$ cat config.mk
export PLATFORM = sky130hd
export DESIGN_NAME = rtpm_ram
export DESIGN_NICKNAME = d
export VERILOG_FILES = /design/src/rtpm_ram.sv
export SDC_FILE = /design/constraint.sdc
export NUM_CORES = 1
export LEC_CHECK = 0
export ABC_AREA = 1
export BUFFER_PORTS_ARGS = -buffer_cell sky130_fd_sc_hd__buf_2
export CAP_MARGIN = 20
export CORE_MARGIN = 8
export CORE_UTILIZATION = 50
export DETAILED_ROUTE_END_ITERATION = 7
export GPL_TIMING_DRIVEN = 0
export PLACE_DENSITY = 0.73
export SYNTH_ARGS = -nofsm -noshare
export SYNTH_HDL_FRONTEND = slang
export SYNTH_SLANG_ARGS = --single-unit
$ cat constraint.sdc
create_clock -name clk -period 1.6 [get_ports clk]
set_clock_uncertainty 0.15 [all_clocks]
set_input_delay 0.16 -clock clk [delete_from_list [all_inputs] [get_ports clk]]
set_output_delay 0.16 -clock clk [all_outputs]
set_load 0.03 [all_outputs]
$ cat src/rtpm_ram.sv
// Generic single-port-write, one-read synchronous RAM with registered read.
// No dependencies.
`timescale 1ns / 1ps
module rtpm_ram #(
    parameter int WIDTH = 8,
    parameter int DEPTH = 16
) (
    input  logic                     clk,
    input  logic                     we,
    input  logic [$clog2(DEPTH)-1:0] waddr,
    input  logic [WIDTH-1:0]         wdata,
    input  logic [$clog2(DEPTH)-1:0] raddr,
    output logic [WIDTH-1:0]         rdata
);

    logic [WIDTH-1:0] mem [DEPTH];

    // Write port and registered read
    always_ff @(posedge clk)
    begin
        if (we)
        begin
            mem[waddr] <= wdata;
        end
        rdata <= mem[raddr];
    end

endmodule

; Yosys cells after proc, flatten, opt, wreduce, memory -nomap -nowiden
; Memories as Yosys holds them, arrays and structs flattened. A register that Yosys moved wholly into a read port is not among the register bits.
; Cells that the tools add are included.
; W data, S select, Z words.
[classes]
mux = 2
[ops]
columns = cell, n
row1 = $mux W1, 2
[totals]
out_inout_bits = 8
mem_count = 1
reg_bits = 0
mem_bits_rw = 128
wordCells = 3
inputBits = 18
[memory_table]
columns = name, depth, width, read_ports, rd_ports_with_merged_regs, wr, line
row1 = mem, 16, 8, 1, 1, 1, 16  ; logic [WIDTH-1:0] mem [DEPTH];

; Depth between registers and ports, before layout
; Gate-level depths: netlist (run 1).
[depth]
word_depth = 2
ltp_mapped = 8
ltp_nobuf = 7

; Worst setup path before layout (run 1)
; OpenSTA, ideal clock, no wires.
[synth_path]
path_kind = input -> register
from = in waddr[2]
to = mem mem[10][0] (enable)
slack_ps = 339
n_path_buf = 0
stages = 2
arrival_ps = 741
t_required_ps = 1080
setup_time_ps = 370
path_cell_list = nand3b_1 nor2_1
[synth_rtl]
columns = element, line
row1 = "start, declared", 10  ; input logic [$clog2(DEPTH)-1:0] waddr,
row2 = "end, declared", 16
; No word-level cell before the write port.

==> results of run 1 <==
-- cell families after synthesis --
| group | share of synthesized area |
|---|---|
| flops | 0.694 |
| simple gates | 0.210 |
| buf+inv | 0.0952 |
-- metrics by stage --
step | area (µm²) | instances | total power, W
after CTS | 6650 | 751 | 0.00827
after global placement | 6060 | 716 | 0.00461
after global routing | 6650 | 751 | 0.00847
final | 6650 | 751 | 0.00827
after floorplan | 5770 | 551 | 0.00440
after detailed placement | 6060 | 716 | 0.00463
-- routing by layer --
metal / vias to the layer above / share of wire / track usage / routed length, µm
met5: - / 0 / 0 / 0
met4: 0 / 0.031 / 0.0933 / 429
met3: 33 / 0.076 / 0.0416 / 1050
met2: 195 / 0.47 / 0.318 / 6550
met1: 1859 / 0.42 / 0.240 / 5780
li1: 1860 / - / - / -
-- synthesized netlist by cell type --
master,count
sky130_fd_sc_hd__dfxtp_1,8
sky130_fd_sc_hd__nand3_1,97
sky130_fd_sc_hd__inv_2,2
sky130_fd_sc_hd__buf_1,1
sky130_fd_sc_hd__edfxtp_1,128
sky130_fd_sc_hd__buf_4,4
sky130_fd_sc_hd__buf_6,6
sky130_fd_sc_hd__buf_2,13
sky130_fd_sc_hd__inv_1,100
sky130_fd_sc_hd__nand2_1,173
sky130_fd_sc_hd__nand3b_1,2
sky130_fd_sc_hd__nor2_1,17
-- worst max-delay path by stage --
stage             start          to  slack (ns)  cells past startpoint
2_1_floorplan  waddr[2]  mem[10][0]        0.34                      2
3_3_place_gp   waddr[3]   mem[4][0]       -0.15                      3
3_5_place_dp   waddr[3]   mem[4][1]       -0.19                      3
4_1_cts        raddr[2]    rdata[3]        0.08                      7
5_1_grt        raddr[2]    rdata[4]        0.02                      7
6_report       raddr[2]    rdata[3]        0.11                      7
-- cells in the final DEF (no fill, tap or decap) --
cell type and count:
sky130_fd_sc_hd__buf_1 1, sky130_fd_sc_hd__buf_2 35, sky130_fd_sc_hd__buf_4 4, sky130_fd_sc_hd__buf_6 6
sky130_fd_sc_hd__bufinv_16 2, sky130_fd_sc_hd__clkbuf_1 1, sky130_fd_sc_hd__clkbuf_16 17, sky130_fd_sc_hd__clkinv_1 1
sky130_fd_sc_hd__clkinv_2 6, sky130_fd_sc_hd__clkinv_4 2, sky130_fd_sc_hd__clkinvlp_4 4, sky130_fd_sc_hd__dfxtp_1 8
sky130_fd_sc_hd__dlygate4sd3_1 3, sky130_fd_sc_hd__edfxtp_1 128, sky130_fd_sc_hd__inv_1 99, sky130_fd_sc_hd__inv_2 2
sky130_fd_sc_hd__nand2_1 173, sky130_fd_sc_hd__nand3_1 97, sky130_fd_sc_hd__nand3b_1 2, sky130_fd_sc_hd__nor2_1 17
-- power by group through the flow --
stage	clock network [W]	registers, W	logic, W
3_5_place_dp	0	0.00408	0.000548
2_1_floorplan	0	0.00412	0.000281
6_report	0.00371	0.00400	0.000563
3_3_place_gp	0	0.00407	0.000535
4_1_cts	0.00371	0.00401	0.000558
5_1_grt	0.00385	0.00401	0.000610
-- layout make-up --
type | count | area [µm²]
Fill cell | 886 | 4670
Sequential cell | 136 | 4000
Multi-Input combinational cell | 289 | 1210
Clock buffer | 18 | 429
Inverter | 102 | 387
Tap cell | 143 | 179
Buffer | 24 | 166
Timing Repair Buffer | 25 | 140
Clock inverter | 14 | 134
-- flip-flops by register name (all words and copies together), names as in the netlist --
signal	cells
rdata	8
mem	128
-- repair_timing --
item,CTS,global route
hold endpoints to repair,34,0
hold buffers,3,0
gates resized for setup,0,1
endpoints found under the setup margin,0,2
==> summary by stage, run 1 <==
Status
The flow ran to the end, and the final reports show no timing, DRC or antenna violations.

Route
Using the TritonRoute via totals, the vias-per-cell ratio works out to 5.26. Wires add up to 13.8 mm. In the final routed layout, each cell accounts on average for 18.4 µm. The number of optimization iterations in the first detailed-route pass is 5. The first-iteration detailed-routing DRC count is 423. In the routed design, unresolved DRC markers number 0. The routed layout has 3947 vias. The count of nets left with antenna violations after detail routing is 0.

Placement
The detailed-placement wirelength estimate is 8.99 mm. The number of input and output port buffers inserted is 22. The post-placement setup slack is -0.190 ns. The global placer's final weighted congestion is 0.877.

Yosys
In the post-synthesis netlist, the biggest area contributors are sky130_fd_sc_hd__edfxtp_1, sky130_fd_sc_hd__nand2_1, sky130_fd_sc_hd__nand3_1. The post-synthesis area per instance is 10.5 µm². The register area share after synthesis is 0.694.

After technology mapping, the gate count stands at 551. The synthesized net count is 569. The Yosys step of the flow raised 0 warnings. The cell accounting for the most synthesized area is sky130_fd_sc_hd__edfxtp_1. Counting flops and latches in the post-synthesis netlist gives 136. The distinct cell type count after synthesis is 12. The fraction of post-synthesis cell area in the top cell type by area is 0.667. The mapped netlist covers 5770 µm².

Pwr
The share of total power dissipated in sequential elements is 0.484. The peak supply drop is 0.000716 V. The leakage power is 2.89 nW. The switching power total is 0.00186 W. The power share of the clock group is 0.448. The combinational share of power is 0.068. The net switching share of the total power is 0.225. Cell internal power was estimated by the tool at 0.00641 W.

The total power divided by cell area is 1240 nW/µm².

Worst hold path
The endpoint of the worst hold path is mem[10][5]. The worst hold path begins at wdata[5]. In this run the worst hold path is classified as in2reg. Counting instances, the worst hold path has a depth of 1.

Final layout
Of the cells placed in the final design, the portion with a size suffix greater than 1 is 0.128. Measured on the finished design, the core utilization comes to 0.588. From synthesis to final layout, the design area changed by 15.4%. The repair_antennas step left the layout with diodes totalling 0.

In the final design database the tool counted 613 nets.

Worst setup path
The number of cells on the worst reg-to-reg path is 6. The category of cells accounting for the largest share of critical-path delay is buffers and inverters. Data on the critical path arrives at its endpoint at 1.69 ns. The critical path goes through dlygate4sd3_1, buf_2, clkinvlp_4, buf_4, nand3_1, nand3_1, nand2_1.

The setup slack of the most critical reg-to-reg path is 0.42 ns. The critical path's most frequent cell is sky130_fd_sc_hd__nand3_1. The type of element launching the critical path is an input pin. The combined buffer and inverter count along the critical path is 4. The worst register-to-register path ends at rdata[7]. The worst setup path is captured at a flop. The critical path is of the in2reg type.

The endpoint required time on the critical path is 1.80 ns. The slowest library cell on the worst path is sky130_fd_sc_hd__dlygate4sd3_1. The beginning of the worst register-to-register path is mem[11][7]. Along the worst path, the maximum fanout reaches 10. In this design, the stage delay of the slowest critical-path cell is 0.53 ns.

Floorplanning
The floorplan step defined a die boundary enclosing 15200 µm². The core region is 11300 µm². For this configuration, the core starts out at a cell density of 0.509. 26 I/O pins were placed. The floorplan has 39 rows. From bottom edge to top edge, the die measures 123 µm.

The chip width is 123 µm.

Clock tree
The tree is rooted in a sky130_fd_sc_hd__clkbuf_16. After clock tree synthesis, the clock-pin slew on the worst setup and hold paths is 0.06 ns. The later pin in the worst-skew pair is clocked with a latency of 0.42 ns. The clock passes through at most 2 buffers. TritonCTS built the clock tree.

For this design, the sink count on the clock tree is 136. Once the clock tree was built, the setup fixing pass inserted 0 buffers. The CTS H-tree depth is 4. Clock tree synthesis inserted a total of 17 buffers.

Run
The number of violations of the max-capacitance limit is 0.

STA
The slew at the pin with the worst max-slew slack is 0.992 ns. The number of endpoints failing setup at the final stage is 0. The final worst slack is 0.113 ns. The post-route fraction of the period consumed by the critical path is 0.929. The aggregate negative setup slack is 0 ns. The maximum clock frequency is 0.672 GHz. The number of hold-slack violations in the final timing report is 0. The count of pins over their slew limit is 0.

Hold timing on the final database bottoms out at a slack of 0.0312 ns. Setup repair after global routing left no endpoint under its margin. The normalized max-slew margin is 0.336.

The shortest period the worst path allows is 1.49 ns.

Global routing
The first global-routing pass estimated 21.3 mm of wire. Entering global routing, the biggest net connects 17 pins. Across every metal layer, demand over resource in global routing totals 0.194. The initial antenna violation count came to 0. For this run the aggregate overflow at the end of global routing stands at 0.

The number of global-route vias before repair is 3975.
No activity file was read; power rests on OpenSTA's default activity.
==> run 2, diff against run 1 <==
--- a/config.mk
+++ b/config.mk
@@ -12,7 +12,7 @@
 export CORE_UTILIZATION = 50
 export DETAILED_ROUTE_END_ITERATION = 7
 export GPL_TIMING_DRIVEN = 0
-export PLACE_DENSITY = 0.73
+export PLACE_DENSITY = 0.76
 export SYNTH_ARGS = -nofsm -noshare
 export SYNTH_HDL_FRONTEND = slang
 export SYNTH_SLANG_ARGS = --single-unit
==> run 2 against run 1 <==
  * Sequential cell count stayed put
  * Register-to-register slack worse by 0.02 ns
  * Die area unchanged
  * Non-clock buffer count fell by 3
  * First-iteration DRC count decreased by 11%
  * Sequential power about the same
  * Design area down 0.94%
  * Fmax grew 2.3%
  * Wire length up 1.0%
  * Cell count is 0.40% lower
  * Utilization decreased by 0.55 points
  * Global-route usage is 0.13 points lower
  * Critical path type unchanged
  * Largest cell class unchanged
  * Largest power group unchanged
==> summary by stage, run 2 (synthesis gave the netlist of run 1 again) <==
Clock tree
The insertion delay to the later sink of the worst-skew pair came to 0.42 ns (about the same). The number of gates given a new drive strength after cts came to 0 (unchanged). The number of setup buffers added after CTS is 0 (unchanged). The buffer type at the clock tree root is sky130_fd_sc_hd__clkbuf_16 (unchanged). The maximum root-to-sink buffer count is 2 (unchanged). The total CTS buffers is 17 (unchanged). The CTS H-tree depth is 4 (unchanged). The number of clock sinks seen by CTS was 136 (unchanged). The total of hold buffers inserted after clock tree synthesis was 0 (was 3). The clock-pin transition on the worst setup and hold timing paths is 0.05 ns (was 0.06 ns). The CTS tree is done (unchanged).

Run
The number of violations of the max-capacitance limit is 0 (unchanged).

Floorplanning
The floorplan die area is 15200 µm² (unchanged). The initial core utilization is 0.509 (unchanged). The total core area was 11300 µm² (unchanged). The number of cell rows is 39 (unchanged). The chip width is 123 µm (unchanged). The boundary pin count was 26 (unchanged).

The height of the chip is 123 µm (unchanged).

Final layout
The non-filler instance count after layout is 748 (was 751). Most frequent cells in the layout: sky130_fd_sc_hd__nand2_1, sky130_fd_sc_hd__edfxtp_1, sky130_fd_sc_hd__inv_1 (unchanged). The area growth from synthesis to layout came to 14.3% (was 15.4%). The number of nets in the layout is 610 (was 613). The flip-flop count of the largest register, all copies and words added was 128 (unchanged). The share of cells above drive strength 1 is 0.124 (was 0.128). Registers with the most flip-flops: mem (128), rdata (8) (unchanged). The register ranked first by flip-flop count was mem (unchanged). The post-layout utilization of the core is 0.582 (was 0.588). The most common cell after layout, fill and taps aside is sky130_fd_sc_hd__nand2_1 (unchanged). The antenna cell count is 0 (unchanged). The post-route cell area is 6590 µm² (was 6650 µm²). The fill cell instance count of the final layout is 927 (was 886).

Worst hold path
The launch point of the worst hold path is wdata[1] (was wdata[5]). The classification of the worst-slack hold path is in2reg (unchanged).

Pwr
The peak supply drop is 0.000600 V (was 0.000716 V). The leakage power is 2.87 nW (was 2.89 nW). The total power divided by cell area is 1230 nW/µm² (was 1240 nW/µm²). The post-route total power was 0.00811 W (was 0.00827 W).

Worst setup path
The kind of end point of the critical path was a flop (unchanged). The endpoint required time on the critical path is 1.49 ns (was 1.80 ns). Cells traversed along the worst timing path: buf_2, nand3b_1, nor2_1 (was dlygate4sd3_1, buf_2, clkinvlp_4, buf_4, nand3_1, nand3_1, nand2_1). The type of element launching the critical path is an input pin (unchanged). The category of cells accounting for the largest share of critical-path delay is simple AND/OR/NAND/NOR gates (was buffers and inverters). The type of the worst setup path is in2reg (unchanged). The beginning of the critical path is waddr[3] (was raddr[2]). The setup slack of the most critical reg-to-reg path was 0.40 ns (was 0.42 ns). The length in cells of the worst reg-to-reg path is 6 (unchanged).

The slowest library cell on the worst path is sky130_fd_sc_hd__nor2_1 (was sky130_fd_sc_hd__dlygate4sd3_1). The combined buffer and inverter count along the critical path is 1 (was 4). The termination of the worst setup path was mem[6][0] (was rdata[3]). The reg-to-reg critical path endpoint is rdata[7] (unchanged).

The largest stage delay on the critical path is 0.78 ns (was 0.53 ns). The beginning of the worst register-to-register path is mem[5][7] (was mem[11][7]). The number of cells on the critical path is 3 (was 7).

The arrival time reported for the critical path endpoint is 1.34 ns (was 1.69 ns). The largest fanout of any net on the critical path is 8 (was 10).

STA
The count of pins over their slew limit was 0 (unchanged). The final worst slack was 0.146 ns (was 0.113 ns). The shortest period the worst path allows is 1.45 ns (was 1.49 ns). The maximum clock frequency came to 0.688 GHz (was 0.672 GHz).

The post-route fraction of the period consumed by the critical path is 0.909 (was 0.929). The number of endpoints failing setup at the final stage is 0 (unchanged). The normalized max-slew margin is 0.363 (was 0.336). The slew at the pin with the worst max-slew slack is 0.953 ns (was 0.992 ns). Setup repair after global routing missed its margin: false (unchanged). The number of hold-slack violations in the final timing report is 0 (unchanged).

Placement
The total placed cells including tap cells is 716 (unchanged). The total cell area at the placement stage is 6060 µm² (unchanged). The detailed-placement wirelength estimate is 8.85 mm (was 8.99 mm). The number of input and output port buffers inserted came to 22 (unchanged). The post-placement setup slack came to -0.224 ns (was -0.190 ns). The global placer's final weighted congestion is 0.881 (was 0.877).

Route
The total wire length is 13.9 mm (was 13.8 mm). The vias per cell is 5.32 (was 5.26). The routed wirelength normalized by instance count is 18.6 µm (was 18.4 µm). The via count of the routed design is 3977 (was 3947).

The first-iteration detailed-routing DRC count was 376 (was 423). The count of nets left with antenna violations after detail routing is 0 (unchanged). The number of design rule violations left after detail routing was 0 (unchanged). The number of optimization iterations in the first detailed-route pass is 6 (was 5).

Global routing
The busiest metal layer after global routing is met2 (unchanged). The final global-route overflow total came to 0 (unchanged). The number of global-route vias before repair is 3786 (was 3975).

The met3 track demand over resource came to 0.0516 (was 0.0416). The pin count of the biggest net entering global routing is 17 (unchanged). The routing usage on met2 is 0.307 (was 0.318). The total global-route track usage is 0.193 (was 0.194). The initial antenna violation count was 0 (unchanged). The global-route wire length before repair is 21.2 mm (was 21.3 mm). The met1 routing resource usage after global routing was 0.240 (about the same).

Status
Run status: completed (unchanged).
[run 2: worst min path at each step]
stage,end,slack (ns),cells past startpoint
2_1_floorplan,mem[0][0],0.11,0
3_3_place_gp,mem[1][2],0.44,1
3_5_place_dp,mem[1][1],0.44,1
4_1_cts,mem[10][1],0.002,1
5_1_grt,mem[1][4],0.02,1
6_report,mem[3][1],0.02,1
[run 2: final cells by class]
| type | instances | area [µm²] | area share |
|---|---|---|---|
| plain buffers | 24 | 166 | 0.0253 |
| clock buffers | 22 | 454 | 0.0689 |
| inverters | 102 | 383 | 0.0581 |
| well taps | 143 | 179 | 0.0272 |
| repair buffers | 22 | 110 | 0.0167 |
| multi-input cells | 289 | 1210 | 0.184 |
| clock inverters | 10 | 80.1 | 0.0122 |
| flip-flops and latches | 136 | 4000 | 0.608 |
[run 2: layer usage]
layer / wire length [µm] / up-vias
li1: - / 1858
met1: 5650 / 1881
met2: 6710 / 205
met3: 1160 / 33
met4: 423 / 0
met5: 0 / -
[run 2: per-stage QoR]
stage / hold WS [ns] / setup TNS (ns)
3_5_place_dp: 0.443 / -11.41
4_1_cts: 0.00221 / 0
2_1_floorplan: 0.109 / 0
3_3_place_gp: 0.437 / -8.14
5_1_grt: 0.0158 / 0
6_report: 0.0157 / 0
[run 2: power by group]
group	switching (W)	leakage [nW]	internal, W
combinational	0.000408	1.39	0.000153
sequential	0.0000212	1.22	0.00398
clock	0.00139	0.263	0.00215
[run 2: worst reg2reg max path: stages, from the launching register on]
cell and delay [ns]:
sky130_fd_sc_hd__edfxtp_1 0.36, sky130_fd_sc_hd__inv_1 0.07, sky130_fd_sc_hd__nand2_1 0.05, sky130_fd_sc_hd__nand3_1 0.11, sky130_fd_sc_hd__nand3_1 0.08, sky130_fd_sc_hd__nand3_1 0.16, sky130_fd_sc_hd__nand2_1 0.10
==> run 3, diff against run 2 <==
--- a/config.mk
+++ b/config.mk
@@ -12,7 +12,7 @@
 export CORE_UTILIZATION = 50
 export DETAILED_ROUTE_END_ITERATION = 7
 export GPL_TIMING_DRIVEN = 0
-export PLACE_DENSITY = 0.76
+export PLACE_DENSITY = 0.79
 export SYNTH_ARGS = -nofsm -noshare
 export SYNTH_HDL_FRONTEND = slang
 export SYNTH_SLANG_ARGS = --single-unit
==> constraint.sdc (replaced) <==
create_clock -name clk -period 1.27 [get_ports clk]
set_clock_uncertainty 0.15 [all_clocks]
set_input_delay 0.127 -clock clk [delete_from_list [all_inputs] [get_ports clk]]
set_output_delay 0.127 -clock clk [all_outputs]
set_load 0.03 [all_outputs]
==> run 3 against run 2 <==
  * The run now ends with setup timing left
  * Worst hold slack got worse by 0.0014 ns
  * Sequential share of layout area shrank 1.5 points
  * Via count rose by 0.65%
  * Design area increased by 2.6%
  * Cell count increased by 0.67%
  * Highest routed layer unchanged
==> summary by stage, run 3 (synthesis gave the netlist of run 1 again) <==
Worst setup path
The largest fanout of any net on the critical path is 8 (unchanged). The combined buffer and inverter count along the critical path is 1 (unchanged). The type of element launching the critical path was an input pin (unchanged). The slowest library cell on the worst path is sky130_fd_sc_hd__nor2_1 (unchanged).

The beginning of the critical path is waddr[3] (unchanged). The category of cells accounting for the largest share of critical-path delay is simple AND/OR/NAND/NOR gates (unchanged). The arrival time reported for the critical path endpoint is 1.33 ns (was 1.34 ns). The termination of the worst setup path is mem[4][4] (was mem[6][0]).

The length in cells of the worst reg-to-reg path came to 6 (unchanged). Cells traversed along the worst timing path: buf_2, nand3b_1, nor2_1 (unchanged). The largest stage delay on the critical path is 0.83 ns (was 0.78 ns). The endpoint required time on the critical path is 1.15 ns (was 1.49 ns). The reg-to-reg critical path endpoint is rdata[2] (was rdata[7]). The kind of end point of the critical path is a flop (unchanged).

The number of cells on the critical path is 3 (unchanged). The beginning of the worst register-to-register path was mem[0][2] (was mem[5][7]). The setup slack of the most critical reg-to-reg path was 0.07 ns (was 0.40 ns). The type of the worst setup path is in2reg (unchanged).

Clock tree
The CTS tree is done (unchanged). The clock-pin transition on the worst setup and hold timing paths is 0.05 ns (about the same). The CTS H-tree depth is 4 (unchanged).

The maximum root-to-sink buffer count came to 2 (unchanged). The buffer type at the clock tree root was sky130_fd_sc_hd__clkbuf_16 (unchanged). The insertion delay to the later sink of the worst-skew pair is 0.41 ns (was 0.42 ns). The number of setup buffers added after CTS came to 0 (unchanged).

The number of clock sinks seen by CTS is 136 (unchanged). The total CTS buffers is 17 (unchanged).

STA
The number of endpoints failing setup at the final stage is 16 (was 0). The slew at the pin with the worst max-slew slack was 1.04 ns (was 0.953 ns). The final worst slack is -0.176 ns (was 0.146 ns).

The count of pins over their slew limit is 0 (unchanged). For this run, the top clock speed supported by timing is 0.692 GHz. Setup repair after global routing missed its margin: true (was false). The normalized max-slew margin is 0.304 (was 0.363).

The number of hold-slack violations in the final timing report was 0 (unchanged). In the finished design, the share of the clock period the worst path needs comes to 1.14. The shortest period the worst path allows is 1.45 ns.

Final layout
The post-route cell area was 6760 µm² (was 6590 µm²). Registers with the most flip-flops: mem (128), rdata (8) (unchanged). The area growth from synthesis to layout is 17.2% (was 14.3%). Most frequent cells in the layout: sky130_fd_sc_hd__nand2_1, sky130_fd_sc_hd__edfxtp_1, sky130_fd_sc_hd__inv_1 (unchanged). The fill cell instance count of the final layout is 863 (was 927).

The antenna cell count is 0 (unchanged). The flip-flop count of the largest register, all copies and words added is 128 (unchanged). The most common cell after layout, fill and taps aside is sky130_fd_sc_hd__nand2_1 (unchanged). The share of cells above drive strength 1 is 0.134 (was 0.124). The number of nets in the layout was 616 (was 610).

The register ranked first by flip-flop count was mem (unchanged).

Status
The checks that failed: setup timing. Run status: complete, but fails checks (was completed).

Floorplanning
The height of the chip is 123 µm (unchanged). The total core area is 11300 µm² (unchanged). The number of cell rows is 39 (unchanged). The boundary pin count came to 26 (unchanged).

The floorplan die area is 15200 µm² (unchanged). The chip width is 123 µm (unchanged). The initial core utilization is 0.509 (unchanged).

Pwr
The total power divided by cell area came to 1610 nW/µm² (was 1230 nW/µm²). The leakage power is 2.94 nW (was 2.87 nW). The peak supply drop is 0.000968 V (was 0.000600 V).

Placement
The post-placement setup slack came to -0.530 ns (was -0.224 ns). The global placer's final weighted congestion is 0.893 (was 0.881). The number of input and output port buffers inserted is 22 (unchanged). The total cell area at the placement stage is 6060 µm² (unchanged). The detailed-placement wirelength estimate is 8.91 mm (was 8.85 mm).

Route
The vias per cell came to 5.32 (about the same). The number of design rule violations left after detail routing is 0 (unchanged). The total wire length is 14.0 mm (was 13.9 mm). The via count of the routed design is 4003 (was 3977).

The routed wirelength normalized by instance count is 18.5 µm (was 18.6 µm). The first-iteration detailed-routing DRC count is 498 (was 376). The count of nets left with antenna violations after detail routing is 0 (unchanged). The number of optimization iterations in the first detailed-route pass is 5 (was 6).

Global routing
The total global-route track usage is 0.195 (was 0.193). The pin count of the biggest net entering global routing is 17 (unchanged). The global-route wire length before repair was 21.5 mm (was 21.2 mm). The final global-route overflow total is 0 (unchanged). The number of global-route vias before repair is 3959 (was 3786). The initial antenna violation count was 0 (unchanged).

Worst hold path
The classification of the worst-slack hold path is in2reg (unchanged).

Run
The number of violations of the max-capacitance limit was 0 (unchanged).
-- run 3: changes by cell type in the layout (fill, tap and decap cells not counted), sizes merged --
cell | previous run | this run
dlygate4sd3 | 0 | 6
clkbuf | 22 | 18
bufinv | 1 | 5
clkinv | 7 | 8
clkinvlp | 2 | 0
-- run 3: through the flow --
stage                     utilization  std cells  TNS, ns  hold WS (ns)  total power [W]
after floorplan                     -        551        0        0.0759          0.00555
after global placement          0.535        716   -43.86         0.381          0.00580
after detailed placement        0.535        716   -49.87         0.395          0.00582
after CTS                       0.595        753    -1.24      0.000526           0.0109
after global routing            0.597        753    -2.32        0.0127           0.0112
final                           0.597        753    -2.23        0.0144           0.0109
-- run 3: cell type report --
| type | count | area [µm²] | share of cell area |
|---|---|---|---|
| sequential | 136 | 4000 | 0.592 |
| buffer | 24 | 166 | 0.0246 |
| timing repair buffer | 28 | 170 | 0.0252 |
| inverter | 102 | 383 | 0.0566 |
| clock inverter | 13 | 184 | 0.0272 |
| tap | 143 | 179 | 0.0265 |
| multi-input combinational | 289 | 1240 | 0.184 |
| clock buffer | 18 | 429 | 0.0635 |
-- run 3: per-layer routing --
layer | part of all wire | vias up | wire length [µm] | track usage
met4 | 0.038 | 0 | 528 | 0.109
li1 | - | 1873 | - | -
met2 | 0.47 | 236 | 6600 | 0.313
met3 | 0.094 | 38 | 1310 | 0.0461
met1 | 0.40 | 1856 | 5510 | 0.240
met5 | 0 | - | 0 | 0
-- run 3: how the worst min path moves through the flow --
stage,from,endpoint,slack (ns),depth (start not counted)
detailed placement,wdata[2],mem[7][2],0.40,1
global route,wdata[3],mem[9][3],0.01,1
finish,raddr[2],rdata[0],0.01,4
floorplan,wdata[0],mem[0][0],0.08,0
global placement,wdata[2],mem[6][2],0.38,1
CTS,raddr[2],rdata[0],0.0005,4
-- run 3: repair_timing --
| action | CTS | global route |
|---|---|---|
| hold buffers | 6 | 0 |
| gates resized for setup | 4 | 6 |
| hold endpoints to repair | 87 | 0 |
| setup endpoints to repair | 40 | 50 |
-- run 3: worst register-to-register path, stage by stage (launching register included) --
cell and delay (ns):
sky130_fd_sc_hd__edfxtp_1 0.36, sky130_fd_sc_hd__inv_1 0.07, sky130_fd_sc_hd__nand2_1 0.05, sky130_fd_sc_hd__nand3_1 0.10, sky130_fd_sc_hd__nand3_1 0.12, sky130_fd_sc_hd__nand3_2 0.14, sky130_fd_sc_hd__nand2_1 0.09
-- run 3: report_power, final --
| group | switching (W) | total (W) | internal, W |
|---|---|---|---|
| combinational | 0.000523 | 0.000730 | 0.000207 |
| clock | 0.00169 | 0.00511 | 0.00342 |
| sequential | 0.0000253 | 0.00505 | 0.00502 |
